<file path="config.mk">
export PLATFORM = sky130hd
export DESIGN_NAME = adc_batch_average_ratiometric
export DESIGN_NICKNAME = d
export VERILOG_FILES = /design/src/rtl/adcavg_pkg.sv /design/src/rtl/adcavg_div.sv /design/src/rtl/adcavg_ctrl.sv /design/src/rtl/adcavg_dp.sv /design/src/rtl/adc_batch_average_ratiometric.sv
export SDC_FILE = /design/constraint.sdc
export NUM_CORES = 2
export LEC_CHECK = 0
export ABC_AREA = 1
export BUFFER_PORTS_ARGS = -buffer_cell sky130_fd_sc_hd__buf_2
export CAP_MARGIN = 20
export CORE_UTILIZATION = 59
export CTS_CLUSTER_SIZE = 14
export DETAILED_ROUTE_END_ITERATION = 7
export HOLD_SLACK_MARGIN = 0.02
export PLACE_DENSITY = 0.9
export SLEW_MARGIN = 0
export SYNTH_ARGS = -nofsm -noshare
export SYNTH_HDL_FRONTEND = slang
export SYNTH_SLANG_ARGS = --single-unit
</file>
<file path="constraint.sdc">
create_clock -name clk -period 20.5 [get_ports clk]
set_clock_uncertainty 0.05 [all_clocks]
set_input_delay 4.1 -clock clk [delete_from_list [all_inputs] [get_ports clk]]
set_output_delay 4.1 -clock clk [all_outputs]
set_load 0.1 [all_outputs]
</file>
<file path="src/rtl/adcavg_pkg.sv">
// Shared types, constants and saturation helpers for the ADC batch averager.
package adcavg_pkg;

    localparam int CHANNELS   = 4;
    localparam int CH_W       = 2;
    localparam int FULL_SCALE = 4095;
    localparam int REF_UV     = 3000000;
    localparam int CUR_SCALE  = 256000000;

    localparam int NUM_W  = 56;
    localparam int DEN_W  = 36;
    localparam int CNT_W  = 6;
    localparam int PROD_W = 34;
    localparam int PDEN_W = 24;
    localparam int PNUM_W = 46;
    localparam int CNUM_W = 52;

    localparam int CFG_W  = 20;
    localparam int IDX_W  = 3;

    localparam logic [IDX_W-1:0] REG_GROUPS = 3'd0;
    localparam logic [IDX_W-1:0] REG_CAL    = 3'd1;
    localparam logic [IDX_W-1:0] REG_DIV    = 3'd2;
    localparam logic [IDX_W-1:0] REG_GAIN   = 3'd3;
    localparam logic [IDX_W-1:0] REG_OHMS   = 3'd4;

    localparam logic [23:0] SAT24 = 24'hFFFFFF;
    localparam logic [31:0] SAT32 = 32'hFFFFFFFF;

    typedef enum logic [3:0] {
        S_ACC,
        S_AVG_START,
        S_AVG_WAIT,
        S_PREP,
        S_SUP_START,
        S_SUP_WAIT,
        S_PIN_MUL,
        S_PIN_START,
        S_PIN_WAIT,
        S_FIN_MUL,
        S_CUR_CHK,
        S_CUR_WAIT,
        S_OUT
    } state_t;

    typedef enum logic [3:0] {
        OP_NONE,
        OP_AVG_START,
        OP_AVG_STORE,
        OP_PREP,
        OP_SUP_START,
        OP_SUP_STORE,
        OP_PIN_MUL,
        OP_PIN_START,
        OP_PIN_STORE,
        OP_FIN_MUL,
        OP_CUR_START,
        OP_CUR_STORE,
        OP_LOAD
    } dp_op_t;

    typedef struct packed {
        logic        accept_en;
        dp_op_t      op;
        logic [1:0]  idx;
    } dp_cmd_t;

    typedef struct packed {
        logic batch_done;
        logic div_done;
        logic ref_zero;
        logic cur_den_zero;
        logic out_free;
    } dp_status_t;

    function automatic logic [11:0] sat12(input logic [NUM_W-1:0] v);
        return (v > NUM_W'(FULL_SCALE)) ? 12'(FULL_SCALE) : v[11:0];
    endfunction

    function automatic logic [23:0] sat24(input logic [NUM_W-1:0] v);
        return (v > NUM_W'(SAT24)) ? SAT24 : v[23:0];
    endfunction

    function automatic logic [31:0] sat32(input logic [NUM_W-1:0] v);
        return (v > NUM_W'(SAT32)) ? SAT32 : v[31:0];
    endfunction

endpackage

</file>
<file path="src/rtl/adcavg_div.sv">
// Restoring divider, one quotient bit per cycle.
module adcavg_div (
    input  logic                           clk,
    input  logic                           rst_n,
    input  logic                           start,
    input  logic [adcavg_pkg::NUM_W-1:0]   num,
    input  logic [adcavg_pkg::DEN_W-1:0]   den,
    output logic                           done,
    output logic [adcavg_pkg::NUM_W-1:0]   quo
);
    import adcavg_pkg::*;

    logic             busy_reg, busy_next;
    logic             done_reg, done_next;
    logic [CNT_W-1:0] cnt_reg, cnt_next;
    logic [NUM_W-1:0] quo_reg, quo_next;
    logic [DEN_W-1:0] rem_reg, rem_next;
    logic [DEN_W-1:0] den_reg, den_next;
    logic [DEN_W:0]   rem_sh;
    logic             ge;

    always_comb
    begin
        rem_sh    = {rem_reg, quo_reg[NUM_W-1]};
        ge        = (rem_sh >= {1'b0, den_reg});
        busy_next = busy_reg;
        done_next = 1'b0;
        cnt_next  = cnt_reg;
        quo_next  = quo_reg;
        rem_next  = rem_reg;
        den_next  = den_reg;
        if (start)
        begin
            busy_next = 1'b1;
            cnt_next  = CNT_W'(NUM_W);
            quo_next  = num;
            rem_next  = '0;
            den_next  = den;
        end
        else if (busy_reg)
        begin
            quo_next = {quo_reg[NUM_W-2:0], ge};
            rem_next = ge ? DEN_W'(rem_sh - {1'b0, den_reg}) : rem_sh[DEN_W-1:0];
            cnt_next = cnt_reg - CNT_W'(1);
            if (cnt_reg == CNT_W'(1))
            begin
                busy_next = 1'b0;
                done_next = 1'b1;
            end
        end
    end

    always_ff @(posedge clk or negedge rst_n)
    begin
        if (!rst_n)
        begin
            busy_reg <= 1'b0;
            done_reg <= 1'b0;
            cnt_reg  <= '0;
        end
        else
        begin
            busy_reg <= busy_next;
            done_reg <= done_next;
            cnt_reg  <= cnt_next;
        end
    end

    always_ff @(posedge clk)
    begin
        quo_reg <= quo_next;
        rem_reg <= rem_next;
        den_reg <= den_next;
    end

    assign done = done_reg;
    assign quo  = quo_reg;

endmodule

</file>
<file path="src/rtl/adcavg_ctrl.sv">
// Controller sequencing accumulation and the end-of-batch arithmetic.
module adcavg_ctrl (
    input  logic                    clk,
    input  logic                    rst_n,
    input  adcavg_pkg::dp_status_t  st,
    output adcavg_pkg::dp_cmd_t     cmd
);
    import adcavg_pkg::*;

    state_t     state_reg, state_next;
    logic [1:0] idx_reg, idx_next;

    always_ff @(posedge clk or negedge rst_n)
    begin
        if (!rst_n)
        begin
            state_reg <= S_ACC;
            idx_reg   <= '0;
        end
        else
        begin
            state_reg <= state_next;
            idx_reg   <= idx_next;
        end
    end

    always_comb
    begin
        state_next    = state_reg;
        idx_next      = idx_reg;
        cmd.accept_en = 1'b0;
        cmd.op        = OP_NONE;
        cmd.idx       = idx_reg;
        unique case (state_reg)
            S_ACC:
            begin
                cmd.accept_en = 1'b1;
                if (st.batch_done)
                begin
                    idx_next   = '0;
                    state_next = S_AVG_START;
                end
            end
            S_AVG_START:
            begin
                cmd.op     = OP_AVG_START;
                state_next = S_AVG_WAIT;
            end
            S_AVG_WAIT:
            begin
                if (st.div_done)
                begin
                    cmd.op = OP_AVG_STORE;
                    if (idx_reg == 2'd3)
                    begin
                        state_next = S_PREP;
                    end
                    else
                    begin
                        idx_next   = idx_reg + 2'd1;
                        state_next = S_AVG_START;
                    end
                end
            end
            S_PREP:
            begin
                cmd.op     = OP_PREP;
                state_next = st.ref_zero ? S_OUT : S_SUP_START;
            end
            S_SUP_START:
            begin
                cmd.op     = OP_SUP_START;
                state_next = S_SUP_WAIT;
            end
            S_SUP_WAIT:
            begin
                if (st.div_done)
                begin
                    cmd.op     = OP_SUP_STORE;
                    idx_next   = '0;
                    state_next = S_PIN_MUL;
                end
            end
            S_PIN_MUL:
            begin
                cmd.op     = OP_PIN_MUL;
                state_next = S_PIN_START;
            end
            S_PIN_START:
            begin
                cmd.op     = OP_PIN_START;
                state_next = S_PIN_WAIT;
            end
            S_PIN_WAIT:
            begin
                if (st.div_done)
                begin
                    cmd.op = OP_PIN_STORE;
                    if (idx_reg == 2'd2)
                    begin
                        state_next = S_FIN_MUL;
                    end
                    else
                    begin
                        idx_next   = idx_reg + 2'd1;
                        state_next = S_PIN_MUL;
                    end
                end
            end
            S_FIN_MUL:
            begin
                cmd.op     = OP_FIN_MUL;
                state_next = S_CUR_CHK;
            end
            S_CUR_CHK:
            begin
                if (st.cur_den_zero)
                begin
                    state_next = S_OUT;
                end
                else
                begin
                    cmd.op     = OP_CUR_START;
                    state_next = S_CUR_WAIT;
                end
            end
            S_CUR_WAIT:
            begin
                if (st.div_done)
                begin
                    cmd.op     = OP_CUR_STORE;
                    state_next = S_OUT;
                end
            end
            S_OUT:
            begin
                if (st.out_free)
                begin
                    cmd.op     = OP_LOAD;
                    state_next = S_ACC;
                end
            end
            default:
            begin
                state_next = S_ACC;
            end
        endcase
    end

endmodule

</file>
<file path="src/rtl/adcavg_dp.sv">
// Datapath: channel sums, multipliers, shared divider and result register.
module adcavg_dp #(
    parameter int MAX_GROUPS = 256
) (
    input  logic                    clk,
    input  logic                    rst_n,
    input  logic [8:0]              groups_per_batch,
    input  logic [11:0]             reference_calibration,
    input  logic [15:0]             divider_ratio_q8,
    input  logic [15:0]             monitor_gain_q8,
    input  logic [19:0]             shunt_micro_ohms,
    input  logic                    in_valid,
    output logic                    in_stall,
    input  logic [11:0]             sample,
    input  logic                    batch_start,
    output logic                    out_valid,
    input  logic                    out_stall,
    output logic [11:0]             avg_raw_main,
    output logic [11:0]             avg_raw_shunt,
    output logic [11:0]             avg_raw_aux,
    output logic [11:0]             avg_raw_reference,
    output logic [23:0]             supply_uv,
    output logic [23:0]             main_pin_uv,
    output logic [31:0]             main_rail_uv,
    output logic [23:0]             shunt_monitor_uv,
    output logic [23:0]             aux_pin_uv,
    output logic [31:0]             shunt_current_ua,
    output logic                    reference_zero,
    input  adcavg_pkg::dp_cmd_t     cmd,
    output adcavg_pkg::dp_status_t  st
);
    import adcavg_pkg::*;

    localparam int SUM_W = $clog2(MAX_GROUPS * FULL_SCALE + 1);
    localparam int NW    = $clog2(MAX_GROUPS + 1);
    localparam int POS_W = $clog2(MAX_GROUPS * CHANNELS + 1);

    logic [SUM_W-1:0]  sum_reg [CHANNELS];
    logic [SUM_W-1:0]  sum_next [CHANNELS];
    logic [POS_W-1:0]  pos_reg, pos_next;
    logic [POS_W-1:0]  base_pos, pos_inc;
    logic [NW-1:0]     n_eff;
    logic              accept, hit;

    logic [11:0]       avg_reg [CHANNELS];
    logic [23:0]       sup_reg;
    logic [23:0]       pin_reg [3];
    logic [31:0]       rail_reg;
    logic [31:0]       cur_reg;
    logic [PROD_W-1:0] prod_reg;
    logic [PDEN_W-1:0] pden_reg;
    logic [PNUM_W-1:0] pnum_reg;
    logic [DEN_W-1:0]  cden_reg;
    logic [CNUM_W-1:0] cnum_reg;

    logic              out_valid_reg, out_valid_next;
    logic              load;
    logic              ref_zero;
    logic              div_start, div_done;
    logic [NUM_W-1:0]  div_num, div_quo;
    logic [DEN_W-1:0]  div_den;

    always_comb
    begin
        if (groups_per_batch == 9'd0)
        begin
            n_eff = NW'(1);
        end
        else if (32'(groups_per_batch) > MAX_GROUPS)
        begin
            n_eff = NW'(MAX_GROUPS);
        end
        else
        begin
            n_eff = NW'(groups_per_batch);
        end
    end

    assign accept   = in_valid && cmd.accept_en;
    assign in_stall = !cmd.accept_en;
    assign base_pos = batch_start ? '0 : pos_reg;
    assign pos_inc  = base_pos + POS_W'(1);
    assign hit      = (32'(pos_inc) >= 32'(n_eff) * CHANNELS);
    assign load     = (cmd.op == OP_LOAD);
    assign ref_zero = (avg_reg[3] == 12'd0);

    always_comb
    begin
        for (int c = 0; c < CHANNELS; c++)
        begin
            sum_next[c] = sum_reg[c];
            if (load)
            begin
                sum_next[c] = '0;
            end
            else if (accept)
            begin
                sum_next[c] = (batch_start ? '0 : sum_reg[c])
                            + ((base_pos[CH_W-1:0] == CH_W'(c)) ? SUM_W'(sample) : '0);
            end
        end
        pos_next = pos_reg;
        if (load)
        begin
            pos_next = '0;
        end
        else if (accept)
        begin
            pos_next = pos_inc;
        end
    end

    always_comb
    begin
        div_start = 1'b1;
        div_num   = '0;
        div_den   = '0;
        case (cmd.op)
            OP_AVG_START:
            begin
                div_num = NUM_W'(sum_reg[cmd.idx]) + NUM_W'(n_eff >> 1);
                div_den = DEN_W'(n_eff);
            end
            OP_SUP_START:
            begin
                div_num = NUM_W'(prod_reg) + NUM_W'(avg_reg[3] >> 1);
                div_den = DEN_W'(avg_reg[3]);
            end
            OP_PIN_START:
            begin
                div_num = NUM_W'(pnum_reg) + NUM_W'(pden_reg >> 1);
                div_den = DEN_W'(pden_reg);
            end
            OP_CUR_START:
            begin
                div_num = NUM_W'(cnum_reg) + NUM_W'(cden_reg >> 1);
                div_den = cden_reg;
            end
            default:
            begin
                div_start = 1'b0;
            end
        endcase
    end

    adcavg_div u_div (
        .clk   (clk),
        .rst_n (rst_n),
        .start (div_start),
        .num   (div_num),
        .den   (div_den),
        .done  (div_done),
        .quo   (div_quo)
    );

    always_comb
    begin
        out_valid_next = out_valid_reg && out_stall;
        if (load)
        begin
            out_valid_next = 1'b1;
        end
    end

    always_ff @(posedge clk or negedge rst_n)
    begin
        if (!rst_n)
        begin
            for (int c = 0; c < CHANNELS; c++)
            begin
                sum_reg[c] <= '0;
            end
            pos_reg       <= '0;
            out_valid_reg <= 1'b0;
        end
        else
        begin
            for (int c = 0; c < CHANNELS; c++)
            begin
                sum_reg[c] <= sum_next[c];
            end
            pos_reg       <= pos_next;
            out_valid_reg <= out_valid_next;
        end
    end

    always_ff @(posedge clk)
    begin
        case (cmd.op)
            OP_AVG_STORE: avg_reg[cmd.idx] <= sat12(div_quo);
            OP_PREP:
            begin
                prod_reg <= PROD_W'(REF_UV) * PROD_W'(reference_calibration);
                pden_reg <= PDEN_W'(avg_reg[3]) * PDEN_W'(FULL_SCALE);
            end
            OP_SUP_STORE: sup_reg <= sat24(div_quo);
            OP_PIN_MUL:   pnum_reg <= PNUM_W'(prod_reg) * PNUM_W'(avg_reg[cmd.idx]);
            OP_PIN_STORE: pin_reg[cmd.idx] <= sat24(div_quo);
            OP_FIN_MUL:
            begin
                rail_reg <= 32'((40'(pin_reg[0]) * 40'(divider_ratio_q8) + 40'd128) >> 8);
                cden_reg <= DEN_W'(monitor_gain_q8) * DEN_W'(shunt_micro_ohms);
                cnum_reg <= CNUM_W'(pin_reg[1]) * CNUM_W'(CUR_SCALE);
            end
            OP_CUR_STORE: cur_reg <= sat32(div_quo);
            OP_LOAD:
            begin
                avg_raw_main      <= avg_reg[0];
                avg_raw_shunt     <= avg_reg[1];
                avg_raw_aux       <= avg_reg[2];
                avg_raw_reference <= avg_reg[3];
                supply_uv         <= ref_zero ? SAT24 : sup_reg;
                main_pin_uv       <= ref_zero ? SAT24 : pin_reg[0];
                shunt_monitor_uv  <= ref_zero ? SAT24 : pin_reg[1];
                aux_pin_uv        <= ref_zero ? SAT24 : pin_reg[2];
                main_rail_uv      <= ref_zero ? SAT32 : rail_reg;
                shunt_current_ua  <= (ref_zero || cden_reg == '0) ? SAT32 : cur_reg;
                reference_zero    <= ref_zero;
            end
            default:
            begin
            end
        endcase
    end

    assign out_valid       = out_valid_reg;
    assign st.batch_done   = accept && hit;
    assign st.div_done     = div_done;
    assign st.ref_zero     = ref_zero;
    assign st.cur_den_zero = (cden_reg == '0);
    assign st.out_free     = !out_valid_reg || !out_stall;

endmodule

</file>
<file path="src/rtl/adc_batch_average_ratiometric.sv">
// Top level of the ADC batch averager with reference-based supply calibration.
// Usage:
//   Input channel (in_valid/in_stall): one 12-bit sample per item, interleaved
//   main, shunt, aux, reference. batch_start clears the sums before the item.
//   Each sample item is taken in one cycle while accumulating.
//   After the last item of a batch the block stalls its input while nine
//   divisions (four averages, supply, three pin voltages, current) run
//   one after another on one shared radix-2 divider, with preparation and
//   multiply steps between them. A zero reference average skips all but the
//   four averages, and a zero current denominator skips the current division.
//   The result item then appears on the output channel (out_valid/out_stall)
//   and input resumes. A batch is 4*groups items followed by this compute phase.
//   The result is held in an output register; while the receiver stalls,
//   accumulation of the next batch continues and only the next result waits.
//   Config writes (cfg_write/cfg_index/cfg_data) take effect at once; unknown
//   indexes are ignored.
//   Reset clears sums, position, output valid and restores register defaults.
module adc_batch_average_ratiometric #(
    parameter int MAX_GROUPS = 256
) (
    input  logic        clk,
    input  logic        rst_n,
    input  logic        cfg_write,
    input  logic [2:0]  cfg_index,
    input  logic [19:0] cfg_data,
    input  logic        in_valid,
    output logic        in_stall,
    input  logic [11:0] sample,
    input  logic        batch_start,
    output logic        out_valid,
    input  logic        out_stall,
    output logic [11:0] avg_raw_main,
    output logic [11:0] avg_raw_shunt,
    output logic [11:0] avg_raw_aux,
    output logic [11:0] avg_raw_reference,
    output logic [23:0] supply_uv,
    output logic [23:0] main_pin_uv,
    output logic [31:0] main_rail_uv,
    output logic [23:0] shunt_monitor_uv,
    output logic [23:0] aux_pin_uv,
    output logic [31:0] shunt_current_ua,
    output logic        reference_zero
);
    import adcavg_pkg::*;

    logic [8:0]  groups_reg;
    logic [11:0] cal_reg;
    logic [15:0] div_reg;
    logic [15:0] gain_reg;
    logic [19:0] ohms_reg;

    dp_cmd_t    cmd;
    dp_status_t st;

    always_ff @(posedge clk or negedge rst_n)
    begin
        if (!rst_n)
        begin
            groups_reg <= 9'd1;
            cal_reg    <= 12'd1670;
            div_reg    <= 16'd512;
            gain_reg   <= 16'd12800;
            ohms_reg   <= 20'd15000;
        end
        else if (cfg_write)
        begin
            unique case (cfg_index)
                REG_GROUPS: groups_reg <= cfg_data[8:0];
                REG_CAL:    cal_reg    <= cfg_data[11:0];
                REG_DIV:    div_reg    <= cfg_data[15:0];
                REG_GAIN:   gain_reg   <= cfg_data[15:0];
                REG_OHMS:   ohms_reg   <= cfg_data[19:0];
                default:
                begin
                end
            endcase
        end
    end

    adcavg_ctrl u_ctrl (
        .clk   (clk),
        .rst_n (rst_n),
        .st    (st),
        .cmd   (cmd)
    );

    adcavg_dp #(
        .MAX_GROUPS (MAX_GROUPS)
    ) u_dp (
        .clk                   (clk),
        .rst_n                 (rst_n),
        .groups_per_batch      (groups_reg),
        .reference_calibration (cal_reg),
        .divider_ratio_q8      (div_reg),
        .monitor_gain_q8       (gain_reg),
        .shunt_micro_ohms      (ohms_reg),
        .in_valid              (in_valid),
        .in_stall              (in_stall),
        .sample                (sample),
        .batch_start           (batch_start),
        .out_valid             (out_valid),
        .out_stall             (out_stall),
        .avg_raw_main          (avg_raw_main),
        .avg_raw_shunt         (avg_raw_shunt),
        .avg_raw_aux           (avg_raw_aux),
        .avg_raw_reference     (avg_raw_reference),
        .supply_uv             (supply_uv),
        .main_pin_uv           (main_pin_uv),
        .main_rail_uv          (main_rail_uv),
        .shunt_monitor_uv      (shunt_monitor_uv),
        .aux_pin_uv            (aux_pin_uv),
        .shunt_current_ua      (shunt_current_ua),
        .reference_zero        (reference_zero),
        .cmd                   (cmd),
        .st                    (st)
    );

endmodule
</file>
==> results.toml <==
[critical_path]
critPathMaxFanout = 69
critPathArrivalTime_ns = 8.48
crit_required_ns = 20.97
endpoint_kind = "flip-flop"
cp-start-kind = "flip-flop"
crit_type = "flip-flop to flip-flop"

[sta]
maxSlewHeadroom_pct = 17.0
tns_ns = 0
slew_violations = 0
fmax_mhz = 125
setup_viol = 0
fin_crit_sh_pct = 39.1
rsz0062_at_grt = "false"
period_needed_ns = 8.01
worstMarginPinSlew_ns = 1.24
hold_violations = 0

[cts]
clkSinkCount = 890
clock_latency_ns = 0.76
htree_num_levels = 3
ctsLongestPathBuffers = 3
postCtsHoldBufs = 0
cts_buffers = 100
post_cts_resize_count = 0
path_clk_slew_ns = 0.06
cts_root_buffer = "clkbuf_16"
cts_setup_buffers = 0
tritoncts = "built"

[final_layout]
fillers = 12579
final_cell_area_mm2 = 0.0996
finalNetCount = 13173
seqCellArea_mm2 = 0.0255
layout.cells.non_filler = 13492
largest_reg_flops = 80
drive_gt1_share_pct = 5.94
areaGrowthSynthToFinish_pct = 7.07
multi_input_area_mm2 = 0.0567

[floorplan]
dieWidth_um = 399
die_y_um = 399
initial_core_util_pct = 59.5
rows = 145
dieArea_mm2 = 0.159
ios = 252
core_mm2 = 0.156

[placement]
postPlaceCellArea_mm2 = 0.0959
numPlacedInstances = 13280
hpwl_um = 237000
port_buffers = 251
gp_congestion = 1.06

[yosys]
synth_cell_type_count = 56
ys_warn_count = 0
syn_area_mm2 = 0.0930
async_flop_share_pct = 20.1
yosysSeqAreaShare_pct = 27.4
syn_nets = 13107
ys.flop_type = "edfxtp_1"
synth_top_family_by_area = "adder cells"
ys_ff_latch = 890
netlist_instances = 11264
synth_compound_area_share_pct = 5.99
synth_xor_area_share_pct = 2.13
muxShareOfSynthArea_pct = 0.0484
synth_edf_count = 675
synthSimpleGateAreaFrac_pct = 19.9
synth.avg_cell_area_um2 = 8.26
synth_fa_ha_area_share_pct = 32.8

[min_path]
hold_class = "flip-flop to flip-flop"

[route]
drc = 0
ant_nets = 0
dr.pass1.iters = 8
wl_um = 300000
routed_via_density = 5.87
drtIter0Drc = 9248
via_count = 79157
wl_per_cell_um = 22.3

[global_routing]
grt_pass1_vias = 78780
track_usage_pct = 37.8
overflow = 0
antenna_found_initial = 26
grt_max_degree = 101
grt_pass1_wl_um = 455000

[run_status]
outcome = "complete, no violations"

[run]
maxCapViolCount = 0
==> cell usage in the layout, fill, tap and decap left out, types with 151 or more instances in the layout <==
master and n:
nand2_1 2786, buf_2 250, nor2_1 728, edfxtp_1 675, inv_1 2498, nand3_1 506
a21oi_1 386, fa_1 1060, o21ai_0 383, ha_1 742, xor2_1 151, dfrtp_1 162
==> layer usage <==
metal / share of wire (%) / routed length, um / track usage (%)
met4: 7.0 / 21000 / 21.7
met5: 0.036 / 107 / 0
met2: 44 / 132000 / 57.9
met3: 12 / 37300 / 10.2
met1: 37 / 110000 / 48.3
==> logic make-up after synthesis <==
logic type | Yosys count
fa+ha+maj | 1802
xor+xnor | 226
compound gates | 1008
flops | 890
simple gates | 4468
buf+inv | 2866
mux | 4
==> synth_stat cells, drive strengths merged, types with 103 or more instances <==
| library cell | n | area [um2] |
|---|---|---|
| ha | 742 | 9280 |
| xor2 | 151 | 1320 |
| or2 | 139 | 870 |
| nand2 | 2789 | 10500 |
| fa | 1060 | 21200 |
| clkbuf | 258 | 968 |
| nand4 | 103 | 651 |
| edfxtp | 675 | 20300 |
| inv | 2509 | 9420 |
| nand3 | 507 | 2550 |
| a21oi | 386 | 1930 |
| nor2 | 748 | 2840 |
| o21ai | 386 | 1940 |
| dfrtp | 162 | 4050 |
==> final timing paths <==
path	startpoint	to	slack (ns)	cells past startpoint
min in group asynchronous	rst_n	div_reg[13]$_DFFE_PN0P_	3.39	1
setup reg to reg	u_ctrl.idx_reg[0]$_DFFE_PN0P_	u_dp.pnum_reg[42]$_DFFE_PN_	12.49	25
hold reg to reg	u_dp.avg_reg[1][1]$_DFFE_PP_	avg_raw_shunt[1]$_DFFE_PN_	0.38	0
setup / recovery	u_ctrl.idx_reg[0]$_DFFE_PN0P_	u_dp.pnum_reg[42]$_DFFE_PN_	12.49	25
hold / removal	u_dp.avg_reg[1][1]$_DFFE_PP_	avg_raw_shunt[1]$_DFFE_PN_	0.38	0
max in group asynchronous	rst_n	u_dp.pos_reg[10]$_DFFE_PN0P_	15.71	2
==> worst max-delay path, stage by stage, from the launching register on <==
cell and delay, ns:
dfrtp_1 0.41, inv_2 0.27, buf_4 0.67, o211ai_1 0.19
nand2_1 0.76, clkinv_1 0.54, nand2_1 0.19, fa_1 0.46
fa_1 0.54, inv_1 0.05, fa_1 0.51, fa_1 0.58
inv_1 0.08, fa_1 0.53, inv_1 0.04, ha_1 0.35
a21oi_1 0.24, o21ai_0 0.16, a21oi_1 0.42, o21ai_0 0.26
nand2_1 0.10, nand2_1 0.11, nand2_1 0.11, nand2_1 0.05
nand2_1 0.05, nand2_1 0.04
==> cell type report <==
| cell class | count | area share, % |
|---|---|---|
| Tap cell | 2058 | 2.59 |
| Clock inverter | 67 | 0.831 |
| Clock buffer | 119 | 2.66 |
| Antenna cell | 20 | 0.0503 |
| Multi-Input combinational cell | 7508 | 56.9 |
| Sequential cell | 890 | 25.6 |
| Timing Repair Buffer | 309 | 1.82 |
| Inverter | 2521 | 9.50 |
==> per-stage QoR <==
| stage | setup slack (ns) | hold WS [ns] | util [%] |
|---|---|---|---|
| after CTS | 12.72 | 0.351 | 63.6 |
| after global placement | 12.86 | 0.384 | 61.3 |
| after floorplan | 3.40 | 0.376 | - |
| final | 12.49 | 0.375 | 63.7 |
| after detailed placement | 12.67 | 0.386 | 61.3 |
| after global routing | 12.25 | 0.377 | 63.6 |
Power is not shown: default switching activity piles up to over one toggle a cycle in this logic, so the estimate is an artifact.
